File: config.mk
export PLATFORM = sky130hd
export DESIGN_NAME = multi_channel_edge_interrupt_core
export DESIGN_NICKNAME = d
export VERILOG_FILES = /design/src/hw/rtl/mcei_pkg.sv /design/src/hw/rtl/mcei_ram.sv /design/src/hw/rtl/mcei_regs.sv /design/src/hw/rtl/mcei_detect.sv /design/src/hw/rtl/multi_channel_edge_interrupt_core.sv
export SDC_FILE = /design/constraint.sdc
export NUM_CORES = 1
export LEC_CHECK = 0
export BUFFER_PORTS_ARGS = -buffer_cell sky130_fd_sc_hd__buf_2
export CORE_MARGIN = 5
export CORE_UTILIZATION = 59
export DETAILED_ROUTE_END_ITERATION = 16
export PLACE_DENSITY = 0.76
export SETUP_SLACK_MARGIN = 0.3
export SYNTH_ARGS = -nofsm -noshare
export SYNTH_HDL_FRONTEND = slang
export SYNTH_SLANG_ARGS = --single-unit
File: constraint.sdc
create_clock -name clk -period 6.38 [get_ports clk]
set_clock_uncertainty 0.2 [all_clocks]
set_input_delay 0.638 -clock clk [delete_from_list [all_inputs] [get_ports clk]]
set_output_delay 0.638 -clock clk [all_outputs]
set_load 0.005 [all_outputs]
File: src/hw/rtl/mcei_pkg.sv
package mcei_pkg;

  localparam int CHANNELS_DEF = 32;
  localparam int CH_W         = 5;
  localparam int STAMP_W      = 32;
  localparam int REG_W        = 32;
  localparam int ADDR_W       = 4;
  localparam int MAX_SLOTS    = 2 ** CH_W;

  // in_beat_t.mode codes
  localparam logic MODE_SAMPLE = 1'b0;
  localparam logic MODE_TICK   = 1'b1;

  // register index = paddr[3:2]
  typedef enum logic [1:0] {
    REG_ENABLE = 2'd0,
    REG_USED   = 2'd1,
    REG_RISE   = 2'd2,
    REG_FALL   = 2'd3
  } reg_idx_t;

  typedef struct packed {
    logic            mode;     // 1: millisecond tick
    logic [CH_W-1:0] channel;
    logic            level;
  } in_beat_t;

  typedef struct packed {
    logic [CH_W-1:0]    irq_channel;
    logic               edge_rising;
    logic [STAMP_W-1:0] stamp_ms;
  } out_beat_t;

  // register file -> detector
  typedef struct packed {
    logic             enable;
    logic [REG_W-1:0] used_mask;
    logic [REG_W-1:0] rise_mask;
    logic [REG_W-1:0] fall_mask;
    logic             clr_all;      // enable 1 -> 0
    logic [REG_W-1:0] clr_mask;     // used bits that toggled
    logic             restart_time; // enable 0 -> 1
  } ctl_t;

endpackage

File: src/hw/rtl/mcei_ram.sv
module mcei_ram #(
  parameter int  WIDTH = 1,
  parameter int  DEPTH = 32,
  localparam int AW    = (DEPTH > 1) ? $clog2(DEPTH) : 1
) (
  input  logic             clk,
  input  logic             wr_en,
  input  logic [AW-1:0]    wr_addr,
  input  logic [WIDTH-1:0] wr_data,
  input  logic             rd_en,
  input  logic [AW-1:0]    rd_addr,
  output logic [WIDTH-1:0] rd_data
);

  logic [WIDTH-1:0] mem [DEPTH];
  logic [WIDTH-1:0] rd_data_r;

  // read-before-write on an address collision
  always_ff @(posedge clk) begin
    if (wr_en) begin
      mem[wr_addr] <= wr_data;
    end
    if (rd_en) begin
      rd_data_r <= mem[rd_addr];
    end
  end

  assign rd_data = rd_data_r;

endmodule

File: src/hw/rtl/mcei_regs.sv
module mcei_regs (
  input  logic                         clk,
  input  logic                         rst_n,
  input  logic                         psel,
  input  logic                         penable,
  input  logic                         pwrite,
  input  logic [mcei_pkg::ADDR_W-1:0]  paddr,
  input  logic [mcei_pkg::REG_W-1:0]   pwdata,
  output logic [mcei_pkg::REG_W-1:0]   prdata,
  output logic                         pready,
  output mcei_pkg::ctl_t               ctl
);

  logic                       enable_r, enable_nxt;
  logic [mcei_pkg::REG_W-1:0] used_r, used_nxt;
  logic [mcei_pkg::REG_W-1:0] rise_r, rise_nxt;
  logic [mcei_pkg::REG_W-1:0] fall_r, fall_nxt;
  logic                       wr;
  mcei_pkg::reg_idx_t         idx;

  assign wr     = psel && penable && pwrite;
  assign idx    = mcei_pkg::reg_idx_t'(paddr[3:2]);
  assign pready = 1'b1;

  always_comb begin
    enable_nxt = enable_r;
    used_nxt   = used_r;
    rise_nxt   = rise_r;
    fall_nxt   = fall_r;
    if (wr) begin
      unique case (idx)
        mcei_pkg::REG_ENABLE: enable_nxt = pwdata[0];
        mcei_pkg::REG_USED:   used_nxt   = pwdata;
        mcei_pkg::REG_RISE:   rise_nxt   = pwdata;
        mcei_pkg::REG_FALL:   fall_nxt   = pwdata;
        default:              enable_nxt = enable_r;
      endcase
    end
  end

  always_ff @(posedge clk) begin
    if (!rst_n) begin
      enable_r <= 1'b0;
      used_r   <= '0;
      rise_r   <= '0;
      fall_r   <= '0;
    end else begin
      enable_r <= enable_nxt;
      used_r   <= used_nxt;
      rise_r   <= rise_nxt;
      fall_r   <= fall_nxt;
    end
  end

  always_comb begin
    unique case (idx)
      mcei_pkg::REG_ENABLE: prdata = {{(mcei_pkg::REG_W-1){1'b0}}, enable_r};
      mcei_pkg::REG_USED:   prdata = used_r;
      mcei_pkg::REG_RISE:   prdata = rise_r;
      mcei_pkg::REG_FALL:   prdata = fall_r;
      default:              prdata = '0;
    endcase
  end

  always_comb begin
    ctl              = '0;
    ctl.enable       = enable_r;
    ctl.used_mask    = used_r;
    ctl.rise_mask    = rise_r;
    ctl.fall_mask    = fall_r;
    ctl.clr_all      = wr && (idx == mcei_pkg::REG_ENABLE) && enable_r && !pwdata[0];
    ctl.restart_time = wr && (idx == mcei_pkg::REG_ENABLE) && !enable_r && pwdata[0];
    ctl.clr_mask     = (wr && (idx == mcei_pkg::REG_USED)) ? (used_r ^ pwdata) : '0;
  end

endmodule

File: src/hw/rtl/mcei_detect.sv
module mcei_detect #(
  parameter int CHANNELS = mcei_pkg::CHANNELS_DEF
) (
  input  logic                clk,
  input  logic                rst_n,
  input  mcei_pkg::ctl_t      ctl,
  input  logic                in_valid,
  output logic                in_ready,
  input  mcei_pkg::in_beat_t  in_data,
  output logic                out_valid,
  input  logic                out_ready,
  output mcei_pkg::out_beat_t out_data
);

  localparam int SLOTS = (CHANNELS < mcei_pkg::MAX_SLOTS) ? CHANNELS : mcei_pkg::MAX_SLOTS;
  localparam int AW    = (SLOTS > 1) ? $clog2(SLOTS) : 1;

  // elapsed time
  logic [mcei_pkg::STAMP_W-1:0] elapsed_r, elapsed_nxt;

  // stage 1: level RAM data is valid here
  logic                         s1_v_r, s1_v_nxt;
  logic [AW-1:0]                s1_addr_r;
  logic [mcei_pkg::CH_W-1:0]    s1_ch_r;
  logic                         s1_lvl_r;
  logic [mcei_pkg::STAMP_W-1:0] s1_stamp_r;
  logic                         s1_rise_en_r;
  logic                         s1_fall_en_r;
  logic                         fwd_r;
  logic                         fwd_lvl_r;

  // per-slot valid bits: a clear slot reads as level 0
  logic [SLOTS-1:0]             vld_r, vld_nxt;

  // output register
  logic                         out_v_r, out_v_nxt;
  mcei_pkg::out_beat_t          out_r;

  logic                         accept, take, in_range, adv;
  logic [AW-1:0]                rd_addr;
  logic                         ram_q;
  logic                         last_lvl, edge_det, fire, wr_en;

  assign accept   = in_valid && in_ready;
  assign in_range = 32'(in_data.channel) < CHANNELS;
  assign rd_addr  = in_data.channel[AW-1:0];
  assign take     = accept && (in_data.mode == mcei_pkg::MODE_SAMPLE) && ctl.enable
                    && in_range && ctl.used_mask[in_data.channel];

  mcei_ram #(
    .WIDTH (1),
    .DEPTH (SLOTS)
  ) u_lvl_ram (
    .clk     (clk),
    .wr_en   (wr_en),
    .wr_addr (s1_addr_r),
    .wr_data (s1_lvl_r),
    .rd_en   (accept),
    .rd_addr (rd_addr),
    .rd_data (ram_q)
  );

  // stage 1 compare
  assign last_lvl = fwd_r ? fwd_lvl_r : (vld_r[s1_addr_r] & ram_q);
  assign edge_det = s1_v_r && (last_lvl != s1_lvl_r);
  assign fire     = edge_det && (s1_lvl_r ? s1_rise_en_r : s1_fall_en_r);
  assign adv      = !fire || !out_v_r || out_ready;
  assign wr_en    = edge_det && adv;
  assign in_ready = adv;

  always_comb begin
    elapsed_nxt = elapsed_r;
    if (ctl.restart_time) begin
      elapsed_nxt = '0;
    end else if (accept && (in_data.mode == mcei_pkg::MODE_TICK)) begin
      elapsed_nxt = elapsed_r + 1'b1;
    end
  end

  assign s1_v_nxt = adv ? take : s1_v_r;

  always_comb begin
    vld_nxt = vld_r;
    if (ctl.clr_all) begin
      vld_nxt = '0;
    end else begin
      for (int c = 0; c < SLOTS; c++) begin
        if (ctl.clr_mask[c]) begin
          vld_nxt[c] = 1'b0;
        end
      end
    end
    if (wr_en) begin
      vld_nxt[s1_addr_r] = 1'b1;
    end
  end

  always_comb begin
    out_v_nxt = out_v_r;
    if (adv && fire) begin
      out_v_nxt = 1'b1;
    end else if (out_ready) begin
      out_v_nxt = 1'b0;
    end
  end

  always_ff @(posedge clk) begin
    if (!rst_n) begin
      elapsed_r <= '0;
      s1_v_r    <= 1'b0;
      vld_r     <= '0;
      out_v_r   <= 1'b0;
      fwd_r     <= 1'b0;
    end else begin
      elapsed_r <= elapsed_nxt;
      s1_v_r    <= s1_v_nxt;
      vld_r     <= vld_nxt;
      out_v_r   <= out_v_nxt;
      if (accept) begin
        // stage 1 writes this slot at the same edge the RAM is read
        fwd_r <= wr_en && (s1_addr_r == rd_addr);
      end
    end
  end

  always_ff @(posedge clk) begin
    if (accept) begin
      s1_addr_r    <= rd_addr;
      s1_ch_r      <= in_data.channel;
      s1_lvl_r     <= in_data.level;
      s1_stamp_r   <= elapsed_r;
      s1_rise_en_r <= ctl.rise_mask[in_data.channel];
      s1_fall_en_r <= ctl.fall_mask[in_data.channel];
      fwd_lvl_r    <= s1_lvl_r;
    end
    if (adv && fire) begin
      out_r.irq_channel <= s1_ch_r;
      out_r.edge_rising <= s1_lvl_r;
      out_r.stamp_ms    <= s1_stamp_r;
    end
  end

  assign out_valid = out_v_r;
  assign out_data  = out_r;

endmodule

File: src/hw/rtl/multi_channel_edge_interrupt_core.sv
// Channel   Handshake              Beat contents
// in_       in_valid / in_ready    mode, channel, level (tick or level sample)
// out_      out_valid / out_ready  irq_channel, edge_rising, stamp_ms
// cfg       psel/penable/pready    enable, used, rise and fall masks (APB)
//
// One beat per cycle while out_ is not stalled; a sample's interrupt beat passes
// the level RAM read into stage 1, then the compare into the out register.
// The last-level RAM has one read and one write port: each accepted beat reads
// its slot, and stage 1 writes back its level when it changed, forwarding same-slot pairs.
// Reset (rst_n, sync, active low) clears config, time and all valid bits.
// in_ready drops only while stage 1 holds an interrupt and out_ is stalled.
module multi_channel_edge_interrupt_core #(
  parameter int CHANNELS = mcei_pkg::CHANNELS_DEF
) (
  input  logic                         clk,
  input  logic                         rst_n,
  // sample / tick beats
  input  logic                         in_valid,
  output logic                         in_ready,
  input  mcei_pkg::in_beat_t           in_data,
  // interrupt beats
  output logic                         out_valid,
  input  logic                         out_ready,
  output mcei_pkg::out_beat_t          out_data,
  // register port
  input  logic                         psel,
  input  logic                         penable,
  input  logic                         pwrite,
  input  logic [mcei_pkg::ADDR_W-1:0]  paddr,
  input  logic [mcei_pkg::REG_W-1:0]   pwdata,
  output logic [mcei_pkg::REG_W-1:0]   prdata,
  output logic                         pready
);

  mcei_pkg::ctl_t ctl;

  // Config registers; enable/used writes also pulse the clear/restart events.
  mcei_regs u_regs (
    .clk     (clk),
    .rst_n   (rst_n),
    .psel    (psel),
    .penable (penable),
    .pwrite  (pwrite),
    .paddr   (paddr),
    .pwdata  (pwdata),
    .prdata  (prdata),
    .pready  (pready),
    .ctl     (ctl)
  );

  // Time counter, last-level RAM read-modify-write and output register.
  mcei_detect #(
    .CHANNELS (CHANNELS)
  ) u_detect (
    .clk       (clk),
    .rst_n     (rst_n),
    .ctl       (ctl),
    .in_valid  (in_valid),
    .in_ready  (in_ready),
    .in_data   (in_data),
    .out_valid (out_valid),
    .out_ready (out_ready),
    .out_data  (out_data)
  );

endmodule

[Word-level counts from Yosys, hierarchy flattened]
Memory sizes are Yosys's and may differ from the RTL's. A register that Yosys moved wholly into a read port is not among the register bits.
Cells that the tools add are included.
Operators by class
  $add $sub $neg: 1
  order comparisons: 3
  equal/unequal tests: 5
  mux-type cells: 52
  bitwise logic cells: 5
  reduce and logical (&&, ||, !) cells: 32
Operator list (number)
  32-bit case mux with 4 select lines: 1
  32-bit two-way mux: 3
  1-bit two-way mux: 43
  32-bit by 1-bit adder with 32-bit output, second input constant: 1
  32-bit bitwise OR: 1
  32-bit bitwise XOR: 1
  1-bit binary-select mux with 5-bit select: 4
  1-bit logical AND: 19
  5-bit by 6-bit less-than comparator with 1-bit output, second input constant: 2
  2-bit AND reduction: 4
  1-bit demux with 5-bit select: 1
  5-bit equality test: 1
  5-bit by 1-bit >= comparator with 1-bit output, second input constant: 1
  2-bit equality test, second input constant: 2
  1-bit zero test: 4
  2-bit by 1-bit equality test with 1-bit output, second input constant: 1
  2-bit zero test: 1
  1-bit logical OR: 2
  1-bit NOT: 2
  2-bit nonzero test: 1
  2-bit OR reduction: 1
  1-bit bitwise AND: 1
  1-bit inequality test: 1
Word-level totals
  bits in registers: 243
  bits in writable memories: 32
  bits of input ports: 50
  output and inout port bits: 73
  logic and storage cells: 117
  memories: 1
Memories
  u_detect.u_lvl_ram.mem: depth 32, width 1, read ports 1, clocked after Yosys merged registers in 1, write ports 1, RTL line mcei_ram.sv:15  | logic [WIDTH-1:0] mem [DEPTH];

[Logic depth before layout (Yosys ltp)]
  depth after elaboration: 14
  gate-level depth with buffers: 12

[Cells and area by module]
A second synthesis with hierarchy kept.
Unflattened totals
  cells, all modules: 1278
  area total of the unflattened synthesis: 13716.9 sq um
Modules (own cells, without submodules)
  mcei_detect: times used 1, cells each 656, area each 7414.6 sq um
  mcei_regs: times used 1, cells each 502, area each 4774.6 sq um
  mcei_ram: times used 1, cells each 120, area each 1527.7 sq um

[Worst setup path after synthesis]
OpenSTA, ideal clock, no wires.
  path kind: register to register
  start point: reg u_detect.s1_lvl_r
  end point: reg u_detect.fwd_lvl_r (enable)
  data arrival time: 4.117 ns
  setup slack: 1.596 ns
  cell stages (with the launch flop): 8
  buffers on the path: 2
  clock period less this slack: 4.784 ns
  path through: edfxtp_1 > buf_2 > mux2_2 > and3_1 > clkbuf_1 > nand2_1 > nand2_1 > mux2i_1
Between the ends
  cells in the longest elaborated chain, start to end: 7
  elaborated cells between the ends (all ways): 8
  classes of those cells: eq/ne (1); mux (1); reduce/logical (6)
RTL lines
  start, declared: RTL line mcei_detect.sv:25  | logic s1_lvl_r;
  start signal, assigned: RTL line mcei_detect.sv:130  | s1_lvl_r <= in_data.level;
  1-bit inequality test: RTL line mcei_detect.sv:65  | assign edge_det = s1_v_r && (last_lvl != s1_lvl_r);
  1-bit logical AND: RTL line mcei_detect.sv:65
  1-bit logical AND (*): RTL line mcei_detect.sv:66  | assign fire = edge_det && (s1_lvl_r ? s1_rise_en_r : s1_fall_en_r);
  1-bit zero test (*): RTL line mcei_detect.sv:67  | assign adv = !fire || !out_v_r || out_ready;
  1-bit logical OR (*) (2 in series): RTL line mcei_detect.sv:67
  1-bit logical AND (*): RTL line mcei_detect.sv:44  | assign accept = in_valid && in_ready;
  end signal, assigned: RTL line mcei_detect.sv:134  | fwd_lvl_r <= s1_lvl_r;
  end, declared: RTL line mcei_detect.sv:30  | logic fwd_lvl_r;
Mark *: on every way between the ends. The rest lies on a longest branch, timed or not.
A chain may end at the register's enable or synchronous reset.

==> flow_summary_export.csv <==
group,metric,value,unit
clock_tree,holdBufCountCts,0,
yosys,synth-main-ff-cell,"dfxtp_1",
floorplanning,ios,123,
placement,pre_cts_slack,1933,ps
timing,finalHoldViolCount,0,
power_and_ir_drop,p_switching,0.8726,mW
clock_tree,cts_resized,0,
outcome,status,"finished clean",
clock_tree,cts_buffers,28,
placement,placed_cell_area,13430,sq um
cells_and_area,fin_nets,1295,
route,viasPerCell,6.158,
clock_tree,cts_setup_buffers,0,
cells_and_area,seqCellArea,6646,sq um
timing,finalCritPeriodShare,71.10,%
yosys,synth_common_cells,"nand2_1 (238), dfxtp_1 (164), edfxtp_1 (112)",
setup_path,crit_type,"reg2out",
route,dr_wl_met2,14.79,mm
yosys,syn_area,12750,sq um
route,vias,9495,
floorplanning,coreArea,21150,sq um
cells_and_area,multi_input_area,5727,sq um
clock_tree,cts.sinks,276,
floorplanning,dieHeight,157.0,um
setup_path,path_max_fanout,20,
timing,drv_slew,0,
yosys,synth_edf_count,112,
timing,max_slew_margin,15.22,%
yosys,synth.largest_area_cell,"edfxtp_1",
route,post-route-drc-count,0,
grt,grt_max_degree,107,
hold_path,holdPathStages,1,
yosys,syn_inst,1168,
setup_path,required,5540,ps
grt,antenna_found_initial,2,
timing,tightest_slew,1272,ps
floorplanning,num_rows,53,
timing,fin_crit,4536,ps
clock_tree,cts_max_path_buffers,3,
setup_path,crit_arrival,3700,ps
clock_tree,insertion_delay,540,ps
route,first_pass_iters,5,
setup_path,rr_worst_depth,8,
power_and_ir_drop,vdd_drop_max,0.2099,mV
cells_and_area,fillers,1565,
placement,dpl.hpwl,20.61,mm
yosys,synth_top_area_share,26.38,%
timing,tns,0,ps
floorplanning,die_w,157.0,um
timing,grt_setup_unrepaired,"no",
route,dr.max_layer_used,"met5",
timing,setup_viol,0,
power_and_ir_drop,combPwrFrac,6.1,%
route,routed_wl,31.69,mm
route,antenna_left,0,
clock_tree,htreeDepth,1,
clock_tree,cts_tree,"done",
yosys,synth_seq_area_share,52.12,%
yosys,yosys_warnings,0,
power_and_ir_drop,p_leak,4.990,nW
setup_path,critical_path.cell_chain,"buf_4 -> mux4_2 -> a221oi_2 -> a311o_2 -> nand3_4 -> o211ai_2 -> nand2_1 -> buf_2",
grt,grt_pass1_wl,50.21,mm
hold_path,hold_class,"in2reg",
grt,grtUsageTotal,25.31,%
cells_and_area,fin_util,68.20,%
setup_path,slowest_stage,"o211ai_2",
cells_and_area,fin_area,14430,sq um
timing,timing.hold.ws,82.86,ps
route,wl_met1,13.47,mm
yosys,syn_avg_cell_area,10.92,sq um
yosys,ys_types,60,
timing,fmax,220.5,MHz
yosys,yosysMostFrequentCell,"nand2_1",
yosys,synth_fp_nets,1219,
placement,gp_congestion,0.8856,
clock_tree,clockRootBuffer,"clkbuf_16",
yosys,async_flop_share,0,%
setup_path,startpoint_type,"flop",
timing,setup_slack,1844,ps
grt,overflow,0,
power_and_ir_drop,power.internal,3.014,mW
floorplanning,die-area,24650,sq um
setup_path,max_stage_delay,760,ps
yosys,synth.area.top_cells,"edfxtp_1 (26%), dfxtp_1 (26%), mux4_2 (7.4%), nand2_1 (7.0%), a21boi_0 (5.7%)",
power_and_ir_drop,power_frac_seq,49.2,%
route,wl_met3,2.743,mm
yosys,ys_seq_elements,276,
run,drv_cap,0,
power_and_ir_drop,sw_frac_of_total,22.45,%
power_and_ir_drop,powerDensity,269.4,nW/um^2
floorplanning,initial_core_util,60.28,%
route,drt_iter0_drc,704,
clock_tree,clk_pin_slew,70,ps
cells_and_area,drive_above_1_share,22.51,%
setup_path,rrSetupSlack,1910,ps
setup_path,worstSetupEndpointType,"output pin",
placement,port_buffers,119,
route,routedWlPerCell,20.55,um
power_and_ir_drop,power.clock.fraction,44.7,%
cells_and_area,area_growth,13.14,%
grt,grt_pass1_vias,9261,
==> power by group through the flow <==
stage	clock (mW)	sequential, mW	combinational (mW)
floorplan	0	1.93	0.167
global placement	0	1.95	0.230
detailed placement	0	1.95	0.234
CTS	1.76	1.91	0.236
global route	1.83	1.91	0.254
finish	1.74	1.91	0.237
==> cells in the final DEF (no fill, tap or decap), types with 19 or more instances in the layout <==
master	netlist	routed
a21boi_0	97	97
a22o_1	31	31
buf_2	7	119
clkbuf_16	0	30
dfxtp_1	164	164
edfxtp_1	112	112
mux2_2	40	40
mux2i_1	20	19
mux4_2	42	42
nand2_1	238	237
nor2_1	42	40
o21ai_0	38	37
o22ai_1	36	36
xnor2_1	34	34
==> final cells by class <==
class | instances | share of cell area [%]
repair buffers | 132 | 4.805
multi-input cells | 800 | 39.70
inverters | 6 | 0.1561
clock buffers | 38 | 5.568
clock inverters | 14 | 1.301
diodes | 1 | 0.01735
well taps | 275 | 2.385
flip-flops and latches | 276 | 46.07
==> metal layers <==
layer	GRT usage (%)	up-vias
li1	-	4439
met1	36.09	4589
met2	40.21	402
met3	5.362	63
met4	6.063	2
met5	0	-
==> through the flow <==
step | std cells | total power, mW
2_1_floorplan | 1168 | 2.099
3_3_place_gp | 1489 | 2.176
3_5_place_dp | 1489 | 2.183
4_1_cts | 1541 | 3.904
5_1_grt | 1542 | 4.000
6_report | 1542 | 3.887
==> worst max-delay path, delay by kind of cell (launching register included) <==
kind	cells	cell delay, ps
AO/OA/AOI/OAI	3	1210
buffers and inverters	2	530
flip-flops	1	500
multiplexers	1	560
AND/OR/NAND/NOR	2	340
==> cell families (layout without fill, tap and decap cells) <==
| logic type | count (synthesis) | count (layout) | synth area share (%) |
|---|---|---|---|
| compound gates | 252 | 252 | 14.10 |
| xor+xnor | 39 | 39 | 2.679 |
| fa+ha+maj | 1 | 1 | 0.09811 |
| buf+inv | 92 | 190 | 3.248 |
| flops | 276 | 276 | 52.12 |
| mux | 104 | 104 | 12.75 |
| other cells | 1 | 2 | 0.02941 |
| simple gates | 403 | 403 | 14.97 |
==> worst paths after layout <==
| check | end | startpoint |
|---|---|---|
| worst max register to register | u_detect.out_data[26] | u_detect.s1_ch_r[1] |
| worst max-delay path | in_ready | u_detect.s1_ch_r[1] |
| worst min-delay path | u_detect.s1_lvl_r | in_data[0] |
| worst min register to register | u_detect.out_data[12] | u_detect.s1_stamp_r[12] |
==> sequential cells by signal, indices dropped and copies added (netlist names) <==
signal,cells
u_detect.out_valid,1
u_detect.s1_fall_en_r,1
u_detect.u_lvl_ram.mem,32
u_detect.fwd_lvl_r,1
u_detect.s1_v_r,1
u_detect.vld_r,32
u_detect.s1_rise_en_r,1
u_detect.s1_ch_r,5
u_detect.elapsed_r,32
u_detect.u_lvl_ram.rd_data,1
u_detect.s1_stamp_r,32
u_regs.fall_r,32
u_regs.enable_r,1
u_detect.out_data,38
u_detect.s1_lvl_r,1
u_detect.fwd_r,1
u_regs.used_r,32
u_regs.rise_r,32
No activity file was read; power rests on OpenSTA's default activity.
